## src/rtl/core/ncrd_pkg.sv

```systemverilog
// Shared types and constants of the numeric character reference decoder.
package ncrd_pkg;

    localparam int unsigned MAX_PENDING_DEF = 16;

    localparam logic [20:0] CODE_LIMIT = 21'h10FFFF;

    localparam logic [31:0] MASK_ONE   = 32'hFFFFFF80;
    localparam logic [31:0] MASK_TWO   = 32'hFFFFF800;
    localparam logic [31:0] MASK_THREE = 32'hFFFF0000;
    localparam logic [31:0] MASK_LOW6  = 32'h0000003F;

    localparam logic [7:0] LEAD_TWO   = 8'hC0;
    localparam logic [7:0] LEAD_THREE = 8'hE0;
    localparam logic [7:0] LEAD_FOUR  = 8'hF0;
    localparam logic [7:0] CONT_BYTE  = 8'h80;

    localparam logic [7:0] CH_NUL   = 8'h00;
    localparam logic [7:0] CH_AMP   = 8'h26;
    localparam logic [7:0] CH_HASH  = 8'h23;
    localparam logic [7:0] CH_SEMI  = 8'h3B;
    localparam logic [7:0] CH_X_LO  = 8'h78;
    localparam logic [7:0] CH_X_UP  = 8'h58;
    localparam logic [7:0] CH_0     = 8'h30;
    localparam logic [7:0] CH_9     = 8'h39;
    localparam logic [7:0] CH_A_UP  = 8'h41;
    localparam logic [7:0] CH_F_UP  = 8'h46;
    localparam logic [7:0] CH_A_LO  = 8'h61;
    localparam logic [7:0] CH_F_LO  = 8'h66;

    // Source of the byte loaded into the result register.
    typedef enum logic [1:0] {
        SRC_IN,
        SRC_RBYTE,
        SRC_MEM,
        SRC_ENC
    } t_src;

    typedef struct packed {
        logic capture;
        logic keep;
        logic acc_en;
        logic acc_hex;
        logic clear;
        logic restart_amp;
        logic idx_clr;
        logic idx_inc;
        logic rd;
        logic load;
        t_src src;
        logic last;
    } t_cmd;

    typedef struct packed {
        logic in_amp;
        logic in_hash;
        logic in_x;
        logic in_dec;
        logic in_hex;
        logic in_semi;
        logic in_zero;
        logic full;
        logic rb_amp;
        logic rb_zero;
        logic out_free;
        logic rpl_last;
        logic enc_last;
    } t_sts;

endpackage

```

## src/rtl/core/numeric_char_reference_decoder_core.sv

```systemverilog
// Top level of the numeric character reference decoder.
// A pass-through byte goes through the result register before it shows on the master side.
// Throughput: one byte per cycle for text and reference bytes while the master side takes
// them; a closing semicolon then emits its UTF-8 bytes one at a time, and a replay sends every
// pending byte via a store read and the result register, then a stopping byte but & or NUL.
// Reset: synchronous, active low; all control state clears, the pending store is left as is.
module numeric_char_reference_decoder_core #(
    parameter int unsigned MAX_PENDING = ncrd_pkg::MAX_PENDING_DEF
) (
    input  logic       i_clk,
    input  logic       i_rst_n,
    input  logic       i_s_axis_tvalid,
    output logic       o_s_axis_tready,
    input  logic [7:0] i_s_axis_tdata,   // [7:0] in_byte
    output logic       o_m_axis_tvalid,
    input  logic       i_m_axis_tready,
    output logic [7:0] o_m_axis_tdata,   // [7:0] out_byte
    output logic       o_m_axis_tlast,
    output logic       o_m_axis_tuser    // [0] error
);
    import ncrd_pkg::*;

    t_cmd cmd;
    t_sts sts;

    // The controller owns the parser mode and the output sequencing; input
    // transactions are only taken while it waits for a new byte, and each
    // decision is made from the classified input byte in the same cycle.
    ncrd_ctrl u_ctrl (
        .i_clk   (i_clk),
        .i_rst_n (i_rst_n),
        .i_valid (i_s_axis_tvalid),
        .o_ready (o_s_axis_tready),
        .i_sts   (sts),
        .o_cmd   (cmd)
    );

    // The datapath holds the bytes of the reference seen so far, the code
    // point accumulator with its overflow flag, the UTF-8 encoder and the
    // result register that parts the two sides of the block.
    ncrd_dpath #(
        .MAX_PENDING (MAX_PENDING)
    ) u_dpath (
        .i_clk       (i_clk),
        .i_rst_n     (i_rst_n),
        .i_data      (i_s_axis_tdata),
        .i_out_ready (i_m_axis_tready),
        .i_cmd       (cmd),
        .o_sts       (sts),
        .o_out_valid (o_m_axis_tvalid),
        .o_out_data  (o_m_axis_tdata),
        .o_out_last  (o_m_axis_tlast),
        .o_out_err   (o_m_axis_tuser)
    );

endmodule

```

## src/rtl/core/ncrd_ctrl.sv

```systemverilog
// Sequencing state machine of the numeric character reference decoder.
module ncrd_ctrl (
    input  logic           i_clk,
    input  logic           i_rst_n,
    input  logic           i_valid,
    output logic           o_ready,
    input  ncrd_pkg::t_sts i_sts,
    output ncrd_pkg::t_cmd o_cmd
);
    import ncrd_pkg::*;

    typedef enum logic [2:0] {
        ST_INPUT,
        ST_READ,
        ST_REPLAY,
        ST_PASS,
        ST_ENC
    } t_state;

    typedef enum logic [2:0] {
        M_IDLE,
        M_AMP,
        M_DEC_START,
        M_DEC,
        M_HEX_START,
        M_HEX
    } t_mode;

    t_state r_state, n_state;
    t_mode  r_mode,  n_mode;
    t_cmd   cmd;
    logic   accept;
    logic   rpl;

    assign o_ready = (r_state == ST_INPUT);
    assign accept  = o_ready && i_valid;
    assign o_cmd   = cmd;

    always_comb begin
        cmd     = '0;
        cmd.src = SRC_IN;
        n_state = r_state;
        n_mode  = r_mode;
        rpl     = 1'b0;
        unique case (r_state)
            ST_INPUT: begin
                if (accept) begin
                    cmd.capture = 1'b1;
                    unique case (r_mode) inside
                        M_IDLE: begin
                            if (i_sts.in_amp) begin
                                cmd.keep = 1'b1;
                                n_mode   = M_AMP;
                            end else if (!i_sts.in_zero) begin
                                if (i_sts.out_free) begin
                                    cmd.load = 1'b1;
                                    cmd.src  = SRC_IN;
                                    cmd.last = 1'b1;
                                end else begin
                                    n_state = ST_PASS;
                                end
                            end
                        end
                        M_AMP: begin
                            if (i_sts.in_hash) begin
                                cmd.keep = 1'b1;
                                n_mode   = M_DEC_START;
                            end else begin
                                rpl = 1'b1;
                            end
                        end
                        M_DEC_START, M_DEC: begin
                            if (r_mode == M_DEC_START && i_sts.in_x) begin
                                cmd.keep = 1'b1;
                                n_mode   = M_HEX_START;
                            end else if (i_sts.in_dec && !i_sts.full) begin
                                cmd.keep   = 1'b1;
                                cmd.acc_en = 1'b1;
                                n_mode     = M_DEC;
                            end else if (i_sts.in_semi && r_mode == M_DEC) begin
                                cmd.idx_clr = 1'b1;
                                n_state     = ST_ENC;
                            end else begin
                                rpl = 1'b1;
                            end
                        end
                        M_HEX_START, M_HEX: begin
                            if (i_sts.in_hex && !i_sts.full) begin
                                cmd.keep    = 1'b1;
                                cmd.acc_en  = 1'b1;
                                cmd.acc_hex = 1'b1;
                                n_mode      = M_HEX;
                            end else if (i_sts.in_semi && r_mode == M_HEX) begin
                                cmd.idx_clr = 1'b1;
                                n_state     = ST_ENC;
                            end else begin
                                rpl = 1'b1;
                            end
                        end
                        default: begin
                            cmd.clear = 1'b1;
                            n_mode    = M_IDLE;
                        end
                    endcase
                    if (rpl) begin
                        cmd.idx_clr = 1'b1;
                        n_state     = ST_READ;
                    end
                end
            end
            ST_READ: begin
                cmd.rd  = 1'b1;
                n_state = ST_REPLAY;
            end
            ST_REPLAY: begin
                if (i_sts.out_free) begin
                    cmd.load = 1'b1;
                    cmd.src  = SRC_MEM;
                    cmd.last = i_sts.rpl_last && (i_sts.rb_amp || i_sts.rb_zero);
                    if (i_sts.rpl_last) begin
                        if (i_sts.rb_amp) begin
                            cmd.restart_amp = 1'b1;
                            n_mode          = M_AMP;
                            n_state         = ST_INPUT;
                        end else begin
                            cmd.clear = 1'b1;
                            n_mode    = M_IDLE;
                            n_state   = i_sts.rb_zero ? ST_INPUT : ST_PASS;
                        end
                    end else begin
                        cmd.idx_inc = 1'b1;
                        n_state     = ST_READ;
                    end
                end
            end
            ST_PASS: begin
                if (i_sts.out_free) begin
                    cmd.load = 1'b1;
                    cmd.src  = SRC_RBYTE;
                    cmd.last = 1'b1;
                    n_state  = ST_INPUT;
                end
            end
            ST_ENC: begin
                if (i_sts.out_free) begin
                    cmd.load = 1'b1;
                    cmd.src  = SRC_ENC;
                    cmd.last = i_sts.enc_last;
                    if (i_sts.enc_last) begin
                        cmd.clear = 1'b1;
                        n_mode    = M_IDLE;
                        n_state   = ST_INPUT;
                    end else begin
                        cmd.idx_inc = 1'b1;
                    end
                end
            end
            default: begin
                n_state = ST_INPUT;
            end
        endcase
    end

    always_ff @(posedge i_clk) begin
        if (!i_rst_n) begin
            r_state <= ST_INPUT;
            r_mode  <= M_IDLE;
        end else begin
            r_state <= n_state;
            r_mode  <= n_mode;
        end
    end

    // An encode sequence only starts from inside a closed reference.
    a_enc_mode: assert property (@(posedge i_clk) disable iff (!i_rst_n)
        (r_state == ST_ENC) |-> (r_mode == M_DEC || r_mode == M_HEX))
        else $error("encode sequence outside a numeric reference");

    // The verbatim byte path is only used once the parser is back outside a reference.
    a_pass_idle: assert property (@(posedge i_clk) disable iff (!i_rst_n)
        (r_state == ST_PASS) |-> (r_mode == M_IDLE))
        else $error("pass-through pending while inside a reference");

    // A replay never starts from the idle mode, where nothing is pending.
    a_rpl_mode: assert property (@(posedge i_clk) disable iff (!i_rst_n)
        (r_state == ST_INPUT && n_state == ST_READ) |-> (r_mode != M_IDLE))
        else $error("replay requested with nothing pending");

endmodule

```

## src/rtl/core/ncrd_dpath.sv

```systemverilog
// Datapath of the numeric character reference decoder: pending store, accumulator, encoder.
module ncrd_dpath #(
    parameter int unsigned MAX_PENDING = ncrd_pkg::MAX_PENDING_DEF
) (
    input  logic           i_clk,
    input  logic           i_rst_n,
    input  logic [7:0]     i_data,
    input  logic           i_out_ready,
    input  ncrd_pkg::t_cmd i_cmd,
    output ncrd_pkg::t_sts o_sts,
    output logic           o_out_valid,
    output logic [7:0]     o_out_data,
    output logic           o_out_last,
    output logic           o_out_err
);
    import ncrd_pkg::*;

    localparam int unsigned AW = $clog2(MAX_PENDING);
    localparam int unsigned CW = $clog2(MAX_PENDING + 1);

    logic [7:0]    r_mem [MAX_PENDING];
    logic [7:0]    r_rd;
    logic [7:0]    r_byte;
    logic [CW-1:0] r_count;
    logic [CW-1:0] r_idx;
    logic [20:0]   r_acc;
    logic          r_big;
    logic          r_out_valid;
    logic [7:0]    r_out_data;
    logic          r_out_last;
    logic          r_out_err;

    logic [3:0]  digit;
    logic        is_dec;
    logic        is_hex;
    logic [24:0] acc_next;
    logic        out_free;
    logic        enc_err;
    logic [1:0]  enc_nm1;
    logic [7:0]  enc_byte;
    logic [31:0] acc_w;

    assign is_dec = (i_data >= CH_0) && (i_data <= CH_9);

    always_comb begin
        is_hex = 1'b1;
        digit  = '0;
        if (is_dec) begin
            digit = 4'(i_data - CH_0);
        end else if (i_data >= CH_A_UP && i_data <= CH_F_UP) begin
            digit = 4'(i_data - CH_A_UP + 8'd10);
        end else if (i_data >= CH_A_LO && i_data <= CH_F_LO) begin
            digit = 4'(i_data - CH_A_LO + 8'd10);
        end else begin
            is_hex = 1'b0;
        end
    end

    // Times ten as a shift-add, times sixteen as a shift.
    assign acc_next = i_cmd.acc_hex ? ({r_acc, 4'b0000} + {21'd0, digit})
                                    : ({1'b0, r_acc, 3'b000} + {3'b000, r_acc, 1'b0}
                                       + {21'd0, digit});

    assign out_free = !r_out_valid || i_out_ready;

    // UTF-8 encoder over the accumulated code point.
    assign acc_w   = {11'd0, r_acc};
    assign enc_err = r_big || (r_acc > CODE_LIMIT);

    always_comb begin
        if (enc_err || (acc_w & MASK_ONE) == '0) begin
            enc_nm1 = 2'd0;
        end else if ((acc_w & MASK_TWO) == '0) begin
            enc_nm1 = 2'd1;
        end else if ((acc_w & MASK_THREE) == '0) begin
            enc_nm1 = 2'd2;
        end else begin
            enc_nm1 = 2'd3;
        end
    end

    always_comb begin
        enc_byte = '0;
        if (!enc_err) begin
            case (enc_nm1)
                2'd0: enc_byte = r_acc[7:0];
                2'd1: begin
                    case (r_idx[1:0])
                        2'd0:    enc_byte = LEAD_TWO | {3'b000, r_acc[10:6]};
                        default: enc_byte = CONT_BYTE | 8'(acc_w & MASK_LOW6);
                    endcase
                end
                2'd2: begin
                    case (r_idx[1:0])
                        2'd0:    enc_byte = LEAD_THREE | {4'b0000, r_acc[15:12]};
                        2'd1:    enc_byte = CONT_BYTE | {2'b00, r_acc[11:6]};
                        default: enc_byte = CONT_BYTE | 8'(acc_w & MASK_LOW6);
                    endcase
                end
                default: begin
                    case (r_idx[1:0])
                        2'd0:    enc_byte = LEAD_FOUR | {5'b00000, r_acc[20:18]};
                        2'd1:    enc_byte = CONT_BYTE | {2'b00, r_acc[17:12]};
                        2'd2:    enc_byte = CONT_BYTE | {2'b00, r_acc[11:6]};
                        default: enc_byte = CONT_BYTE | 8'(acc_w & MASK_LOW6);
                    endcase
                end
            endcase
        end
    end

    always_comb begin
        o_sts.in_amp   = (i_data == CH_AMP);
        o_sts.in_hash  = (i_data == CH_HASH);
        o_sts.in_x     = (i_data == CH_X_LO) || (i_data == CH_X_UP);
        o_sts.in_dec   = is_dec;
        o_sts.in_hex   = is_hex;
        o_sts.in_semi  = (i_data == CH_SEMI);
        o_sts.in_zero  = (i_data == CH_NUL);
        o_sts.full     = (r_count == CW'(MAX_PENDING));
        o_sts.rb_amp   = (r_byte == CH_AMP);
        o_sts.rb_zero  = (r_byte == CH_NUL);
        o_sts.out_free = out_free;
        o_sts.rpl_last = ((r_idx + CW'(1)) == r_count);
        o_sts.enc_last = (r_idx[1:0] == enc_nm1);
    end

    // Pending store, written at the fill position and read one entry at a time.
    always_ff @(posedge i_clk) begin
        if (i_cmd.keep) begin
            r_mem[r_count[AW-1:0]] <= i_data;
        end else if (i_cmd.restart_amp) begin
            r_mem[AW'(0)] <= r_byte;
        end
        if (i_cmd.rd) begin
            r_rd <= r_mem[r_idx[AW-1:0]];
        end
    end

    always_ff @(posedge i_clk) begin
        if (i_cmd.capture) begin
            r_byte <= i_data;
        end
        if (i_cmd.load) begin
            case (i_cmd.src)
                SRC_IN:    r_out_data <= i_data;
                SRC_RBYTE: r_out_data <= r_byte;
                SRC_MEM:   r_out_data <= r_rd;
                default:   r_out_data <= enc_byte;
            endcase
            r_out_last <= i_cmd.last;
            r_out_err  <= (i_cmd.src == SRC_ENC) && enc_err;
        end
    end

    always_ff @(posedge i_clk) begin
        if (!i_rst_n) begin
            r_count     <= '0;
            r_idx       <= '0;
            r_acc       <= '0;
            r_big       <= 1'b0;
            r_out_valid <= 1'b0;
        end else begin
            if (i_cmd.clear) begin
                r_count <= '0;
                r_acc   <= '0;
                r_big   <= 1'b0;
            end else if (i_cmd.restart_amp) begin
                r_count <= CW'(1);
                r_acc   <= '0;
                r_big   <= 1'b0;
            end else begin
                if (i_cmd.keep) begin
                    r_count <= r_count + CW'(1);
                end
                if (i_cmd.acc_en && !r_big) begin
                    if (acc_next > {4'd0, CODE_LIMIT}) begin
                        r_big <= 1'b1;
                    end else begin
                        r_acc <= acc_next[20:0];
                    end
                end
            end
            if (i_cmd.idx_clr) begin
                r_idx <= '0;
            end else if (i_cmd.idx_inc) begin
                r_idx <= r_idx + CW'(1);
            end
            if (i_cmd.load) begin
                r_out_valid <= 1'b1;
            end else if (i_out_ready) begin
                r_out_valid <= 1'b0;
            end
        end
    end

    assign o_out_valid = r_out_valid;
    assign o_out_data  = r_out_data;
    assign o_out_last  = r_out_last;
    assign o_out_err   = r_out_err;

    a_count_max: assert property (@(posedge i_clk) disable iff (!i_rst_n)
        r_count <= CW'(MAX_PENDING))
        else $error("pending count beyond store depth");

    a_no_overwrite: assert property (@(posedge i_clk) disable iff (!i_rst_n)
        i_cmd.load |-> out_free)
        else $error("result register loaded while still holding a result");

    a_err_result: assert property (@(posedge i_clk) disable iff (!i_rst_n)
        (r_out_valid && r_out_err) |-> (r_out_data == 8'd0 && r_out_last))
        else $error("error result carries data or is not final");

endmodule

```

## config.mk

```make
export PLATFORM = sky130hd
export DESIGN_NAME = numeric_char_reference_decoder_core
export DESIGN_NICKNAME = d
export VERILOG_FILES = /design/src/rtl/core/ncrd_pkg.sv /design/src/rtl/core/numeric_char_reference_decoder_core.sv /design/src/rtl/core/ncrd_ctrl.sv /design/src/rtl/core/ncrd_dpath.sv
export SDC_FILE = /design/constraint.sdc
export NUM_CORES = 1
export LEC_CHECK = 0
export BUFFER_PORTS_ARGS = -buffer_cell sky130_fd_sc_hd__buf_2
export CORE_ASPECT_RATIO = 0.8
export CORE_MARGIN = 2
export CORE_UTILIZATION = 57
export CTS_CLUSTER_DIAMETER = 30
export DETAILED_ROUTE_END_ITERATION = 16
export PLACE_DENSITY = 0.76
export SLEW_MARGIN = 40
export SYNTH_ARGS = -nofsm -noshare
export SYNTH_HDL_FRONTEND = slang
export SYNTH_SLANG_ARGS = --single-unit
```

## constraint.sdc

```tcl
create_clock -name i_clk -period 5.13 [get_ports i_clk]
set_input_delay 0.7695 -clock i_clk [delete_from_list [all_inputs] [get_ports i_clk]]
set_output_delay 0.7695 -clock i_clk [all_outputs]
set_load 0.05 [all_outputs]
```

Yosys cells after proc, flatten, opt, wreduce, memory -nomap -nowiden:

Memories as Yosys holds them, arrays and structs flattened. A register that Yosys moved wholly into a read port is not among the register bits.
Cells that the tools add are included.
W data, S select, Z words.

* divide/modulo/power cells: 0
* bitwise logic cells: 2
* equal/unequal tests: 44
* reduce and logical (&&, ||, !) cells: 44
* mux-type cells: 111
* shifts and indexed selects: 0
* add/sub/neg operators: 10
* $mul: 0
* magnitude comparators: 8

Operators with widths (number)
* $logic_not A32 Y1: 3
* $mux W3: 25
* $mux W4: 13
* $add A25 B4 Y25: 2
* $pmux W8 S3: 2
* $mux W1: 47
* $ne A4 B4 Y1 const B: 9
* $eq A8 B6 Y1 const B: 4
* $add A24 B22 Y25: 1
* $gt A25 B21 Y1 const B: 1
* $mux W25: 1
* $gt A21 B21 Y1 const B: 1
* $pmux W7 S3: 1
* $pmux W3 S3: 2
* $eq A8 B7 Y1 const B: 2
* $ge A8 B7 Y1 const B: 2
* $le A8 B7 Y1 const B: 2
* $logic_not A8 Y1: 2
* $mux W8: 2
* $pmux W4 S4: 1
* $pmux W3 S5: 1
* $pmux W7 S2: 1
* $reduce_and A14 Y1: 1
* $eq A3 B2 Y1 const B: 4
* other kinds (37): 89

* output and inout port bits: 12
* ROM bits: 0
* RAM bits: 128
* memories kept: 1
* register bits: 57
* input port bits: 12
* latch bits: 0
* logic and storage cells: 232

Memory list
* u_dpath.r_mem: words 16, width 8, read ports 1, clocked after Yosys merged registers in 1, write ports 1, line ncrd_dpath.sv:21 `logic [7:0] r_mem [MAX_PENDING];`

Logic depth before layout (Yosys ltp):

* word-level depth: 14
* mapped depth: 20
* mapped depth without buffers: 19

By module:

A second synthesis with hierarchy kept.

* cell total of the unflattened synthesis: 928
* area, all modules: 10747.8 µm²

Modules (own cells, without submodules)
* ncrd_dpath: cells an instance 809, sequential area each 5285.1 µm², instances 1, area an instance 9930.8 µm²
* ncrd_ctrl: cells an instance 119, sequential area each 120.1 µm², instances 1, area an instance 817.0 µm²

Worst setup path after synthesis:

OpenSTA, ideal clock, no wires.

* kind: input -> register
* start point: input i_s_axis_tdata[1]
* end point: register u_dpath.r_acc[18]
* library setup time: 0.137 ns
* data required time: 4.993 ns
* setup slack: -0.228 ns
* buffers on the path: 1
* arrival time: 5.222 ns
* cell stages on the path: 19
* cell sequence: inv_1 ha_1 or3b_1 and4_1 nor2_1 nor2_1 fa_1 inv_1 fa_1 nor2b_2 o2111ai_2 a211oi_4 o2111a_1 a2111oi_2 or4_4 a211oi_4 buf_6 nand4_1 nor3b_2

* word-level cells in the longest chain between the ends: 14
* elaborated cells on any way between the ends: 40
* classes of those cells: add/sub: 7; order compare: 7; eq/ne: 2; mux: 14; bitwise: 1; reduce/logical: 9

RTL lines
* from (decl): line numeric_char_reference_decoder_core.sv:14 `input logic [7:0] i_s_axis_tdata,`
* branches (longest 14 deep; another with $add A25 B4 Y25)
* to (signal assigned): line ncrd_dpath.sv:180 `r_acc <= acc_next[20:0];`
* to (decl): line ncrd_dpath.sv:26 `logic [20:0] r_acc;`

Parallel ways; which one is timed is not known.
A chain may end at the register's enable or synchronous reset.

Final worst setup path:

* start point: input i_s_axis_tdata[1]
* end point: register u_dpath.r_acc[11]

The elaborated chain is that of the path after synthesis.

==> results.py <==
metrics = {
    "cells_and_area": {
        "fillers": 1422,
        "finalNetCount": 1083,
        "layout_commonest_cell": "edfxtp_1",
        "syn_to_final_growth_pct": 11.9,
        "drive_gt1_frac": 0.160,
        "antenna_cells": 0,
        "multiInputGateArea_um2": 5160,
        "final_core_util": 0.644,
        "register_area_um2": 5410,
        "layout_common_cells": "154 x edfxtp_1, 109 x nand2_1, 64 x o21ai_0",
    },
    "floorplanning": {
        "design.core.area_um2": 18800,
        "rows": 45,
        "num_io_pins": 24,
        "die_h_um": 127,
        "die_area_um2": 20100,
        "die_w_um": 158,
        "start_util": 0.576,
    },
    "global_routing": {
        "grt_max_degree": 38,
        "overflow": 0,
        "antenna_found_initial": 0,
        "grt_pass1_vias": 7598,
        "grt.total_usage": 0.281,
        "grt_pass1_wl_um": 42600,
    },
    "sta": {
        "fin_crit_sh": 0.972,
        "period_minus_slack_ns": 4.98,
        "fin_setup_tns_ns": 0,
        "worst_pin_slew_ns": 0.812,
        "slew_headroom": 0.458,
        "setup_viol": 0,
        "fin_worst_skew_ns": 0.0134,
        "drv_slew": 0,
        "finalHoldViolCount": 0,
        "fmax_ghz": 0.201,
    },
    "power_and_ir_drop": {
        "seqPwrFrac": 0.451,
        "combPwrFrac": 0.233,
        "p_per_area_nw_per_um2": 346,
        "switching_share": 0.335,
        "ir_drop_uv": 277,
        "p_clk_frac": 0.316,
        "power.leakage_uw": 0.00438,
        "p_int_uw": 2790,
        "netSwitchingPower_uw": 1400,
    },
    "drt": {
        "dr_total_vias": 8324,
        "ant_nets": 0,
        "drc": 0,
        "via_per_inst": 6.48,
        "routed_wirelength_um": 27100,
        "routedWlPerCell_um": 21.1,
        "drtPass1Iterations": 9,
        "drtIter0Drc": 1095,
    },
    "clock_network": {
        "cts_sinks": 193,
        "clk_pin_slew_worst_paths_ns": 0.08,
        "cts_root_buf": "clkbuf_16",
        "htree_levels": 4,
        "cts_tree": "yes",
        "ctsHoldBuffers": 0,
        "clock_latency_ns": 0.44,
        "clockBufferDepth": 2,
        "cts_inserted_buffers": 17,
    },
    "worst_setup_path": {
        "cp.arrival_ns": 5.32,
        "crit_fanout": 8,
        "crit_path_start_kind": "input port",
        "worstPathRequired_ns": 5.46,
        "worstSetupEndpointType": "flop",
        "crit_type": "input port to flop",
    },
    "logic_synthesis": {
        "synth-seq-cells": 193,
        "synth_nets": 1046,
        "synth_fa_ha_area_frac": 0.0684,
        "synthSimpleGateAreaFrac": 0.143,
        "yosysSeqAreaShare": 0.499,
        "syn-instance-count": 976,
        "synth_xor_area_frac": 0.0227,
        "synth_top_family_by_area": "compound AO/OA/AOI/OAI gates",
        "async_flop_share": 0,
        "ys.flop_type": "edfxtp_1",
        "syn_avg_cell_area_um2": 11.1,
        "ys_warn_count": 0,
        "synth_edf_count": 154,
        "ys_types": 84,
        "synth_compound_area_frac": 0.160,
        "synthMuxAreaShare": 0.0755,
        "synth_area_um2": 10800,
    },
    "run": {
        "max_cap_violations": 0,
    },
    "worst_hold_path": {
        "holdCritPathClass": "flop to flop",
    },
    "run_status": {
        "status": "finished clean",
    },
    "place": {
        "post-dp-hpwl_um": 19300,
        "finalWeightedCongestion": 1.02,
        "io_buffers": 23,
    },
}
## through the flow
step                      instance area [µm²]  worst slack [ns]  total power [µW]  std cells  hold WS [ns]
after detailed placement                11500            -0.345              2880       1250         0.531
after global routing                    12100           -0.0208              4360       1284         0.621
after global placement                  11400            -0.196              2870       1250         0.526
after CTS                               12100            0.0960              4190       1282         0.550
after floorplan                         10900           0.00865              2610        976         0.498
final                                   12100             0.145              4200       1284         0.556
## power by group through the flow
stage / clock network, µW / logic, µW / registers, µW
CTS: 1340 / 958 / 1890
global route: 1410 / 1040 / 1910
detailed placement: 0 / 954 / 1930
global placement: 0 / 944 / 1920
floorplan: 0 / 608 / 2000
finish: 1330 / 977 / 1890
## worst paths after layout
| check | to | slack, ns | depth (start not counted) | start |
|---|---|---|---|---|
| worst min register to register | u_dpath.r_idx[4]$_SDFFE_PP0P_ | 0.56 | 2 | u_dpath.r_idx[4]$_SDFFE_PP0P_ |
| worst max register to register | u_dpath.r_acc[11]$_SDFFE_PP0P_ | 1.15 | 14 | u_dpath.r_acc[5]$_SDFFE_PP0P_ |
| worst min-delay path | u_dpath.r_idx[4]$_SDFFE_PP0P_ | 0.56 | 2 | u_dpath.r_idx[4]$_SDFFE_PP0P_ |
| worst max-delay path | u_dpath.r_acc[11]$_SDFFE_PP0P_ | 0.15 | 22 | i_s_axis_tdata[1] |
## sequential cells by signal, summed over array words and instances (netlist names)
register,flops
u_dpath.r_byte,8
u_dpath.o_out_last,1
u_dpath.r_mem,128
u_dpath.r_count,5
u_dpath.o_out_data,8
u_dpath.r_idx,5
u_ctrl.r_mode,3
u_dpath.r_big,1
u_dpath.o_out_err,1
u_dpath.r_acc,21
u_dpath.o_out_valid,1
u_ctrl.r_state,3
u_dpath.r_rd,8
## cells in the mapped netlist, types with 4 or more instances
cell / instances / area [µm²]
o21ai_1: 6 / 30.0
mux4_2: 16 / 360
clkbuf_1: 48 / 180
mux2_2: 5 / 56.3
a211oi_1: 9 / 67.6
o211ai_1: 8 / 60.1
ha_1: 56 / 701
edfxtp_1: 154 / 4620
or3_1: 4 / 25.0
a22oi_1: 14 / 105
o211a_1: 4 / 40.0
a21oi_1: 57 / 285
xor2_1: 11 / 96.3
nor2_1: 50 / 188
o21ai_0: 65 / 325
a31oi_1: 6 / 37.5
dfxtp_1: 39 / 781
mux2i_1: 40 / 400
a21o_1: 9 / 67.6
nand4_1: 17 / 106
nor3b_1: 7 / 52.6
or4_1: 6 / 45.0
xnor2_1: 17 / 149
and2_1: 11 / 68.8
nand2_1: 109 / 409
nor3_1: 18 / 90.1
nor3b_2: 7 / 87.6
nand3_1: 20 / 100
nor2b_1: 5 / 31.3
nor4_1: 5 / 31.3
o21bai_1: 4 / 30.0
a221oi_1: 11 / 96.3
a222oi_1: 11 / 110
inv_1: 28 / 105
o32ai_1: 4 / 35.0
nand2b_1: 14 / 87.6
a21boi_0: 4 / 30.0
o21a_1: 6 / 45.0
## layout make-up
cell class	count	area share
well taps	258	0.0267
repair buffers	73	0.0418
inverters	29	0.00899
flip-flops and latches	193	0.447
clock buffers	17	0.0351
clock inverters	15	0.0148
multi-input cells	699	0.426
## cells by family after synthesis
family,count (synthesis)
DFF,193
adders and majority gates,58
muxes,61
buffers and inverters,84
xor gates and xnor gates,28
AOI/OAI and AO/OA,254
and+or+nand+nor,298
## layer usage
metal | share of wire | GRT usage
met1 | 0.46 | 0.439
met2 | 0.42 | 0.387
met5 | 0 | 0
met4 | 0.023 | 0.0821
met3 | 0.10 | 0.0672
## critical path, stage by stage
cell and delay, ns:
buf_2 0.11, inv_2 0.10, ha_4 0.15, or3b_4 0.40
nand4_1 0.12, o21ai_1 0.07, a22o_1 0.25, ha_1 0.30
ha_2 0.18, inv_1 0.06, fa_2 0.43, nor2b_4 0.15
o2111ai_4 0.18, a211oi_4 0.31, o31a_1 0.19, o21ai_0 0.12
or4_4 0.58, a211oi_4 0.29, buf_4 0.19, nand2_4 0.07
buf_12 0.19, mux2i_1 0.11
## timing repair
action,CTS,global route
setup buffers,0,2
gates resized for setup,0,3
setup endpoints to repair,0,9
Power figures use the tool's default switching activity.
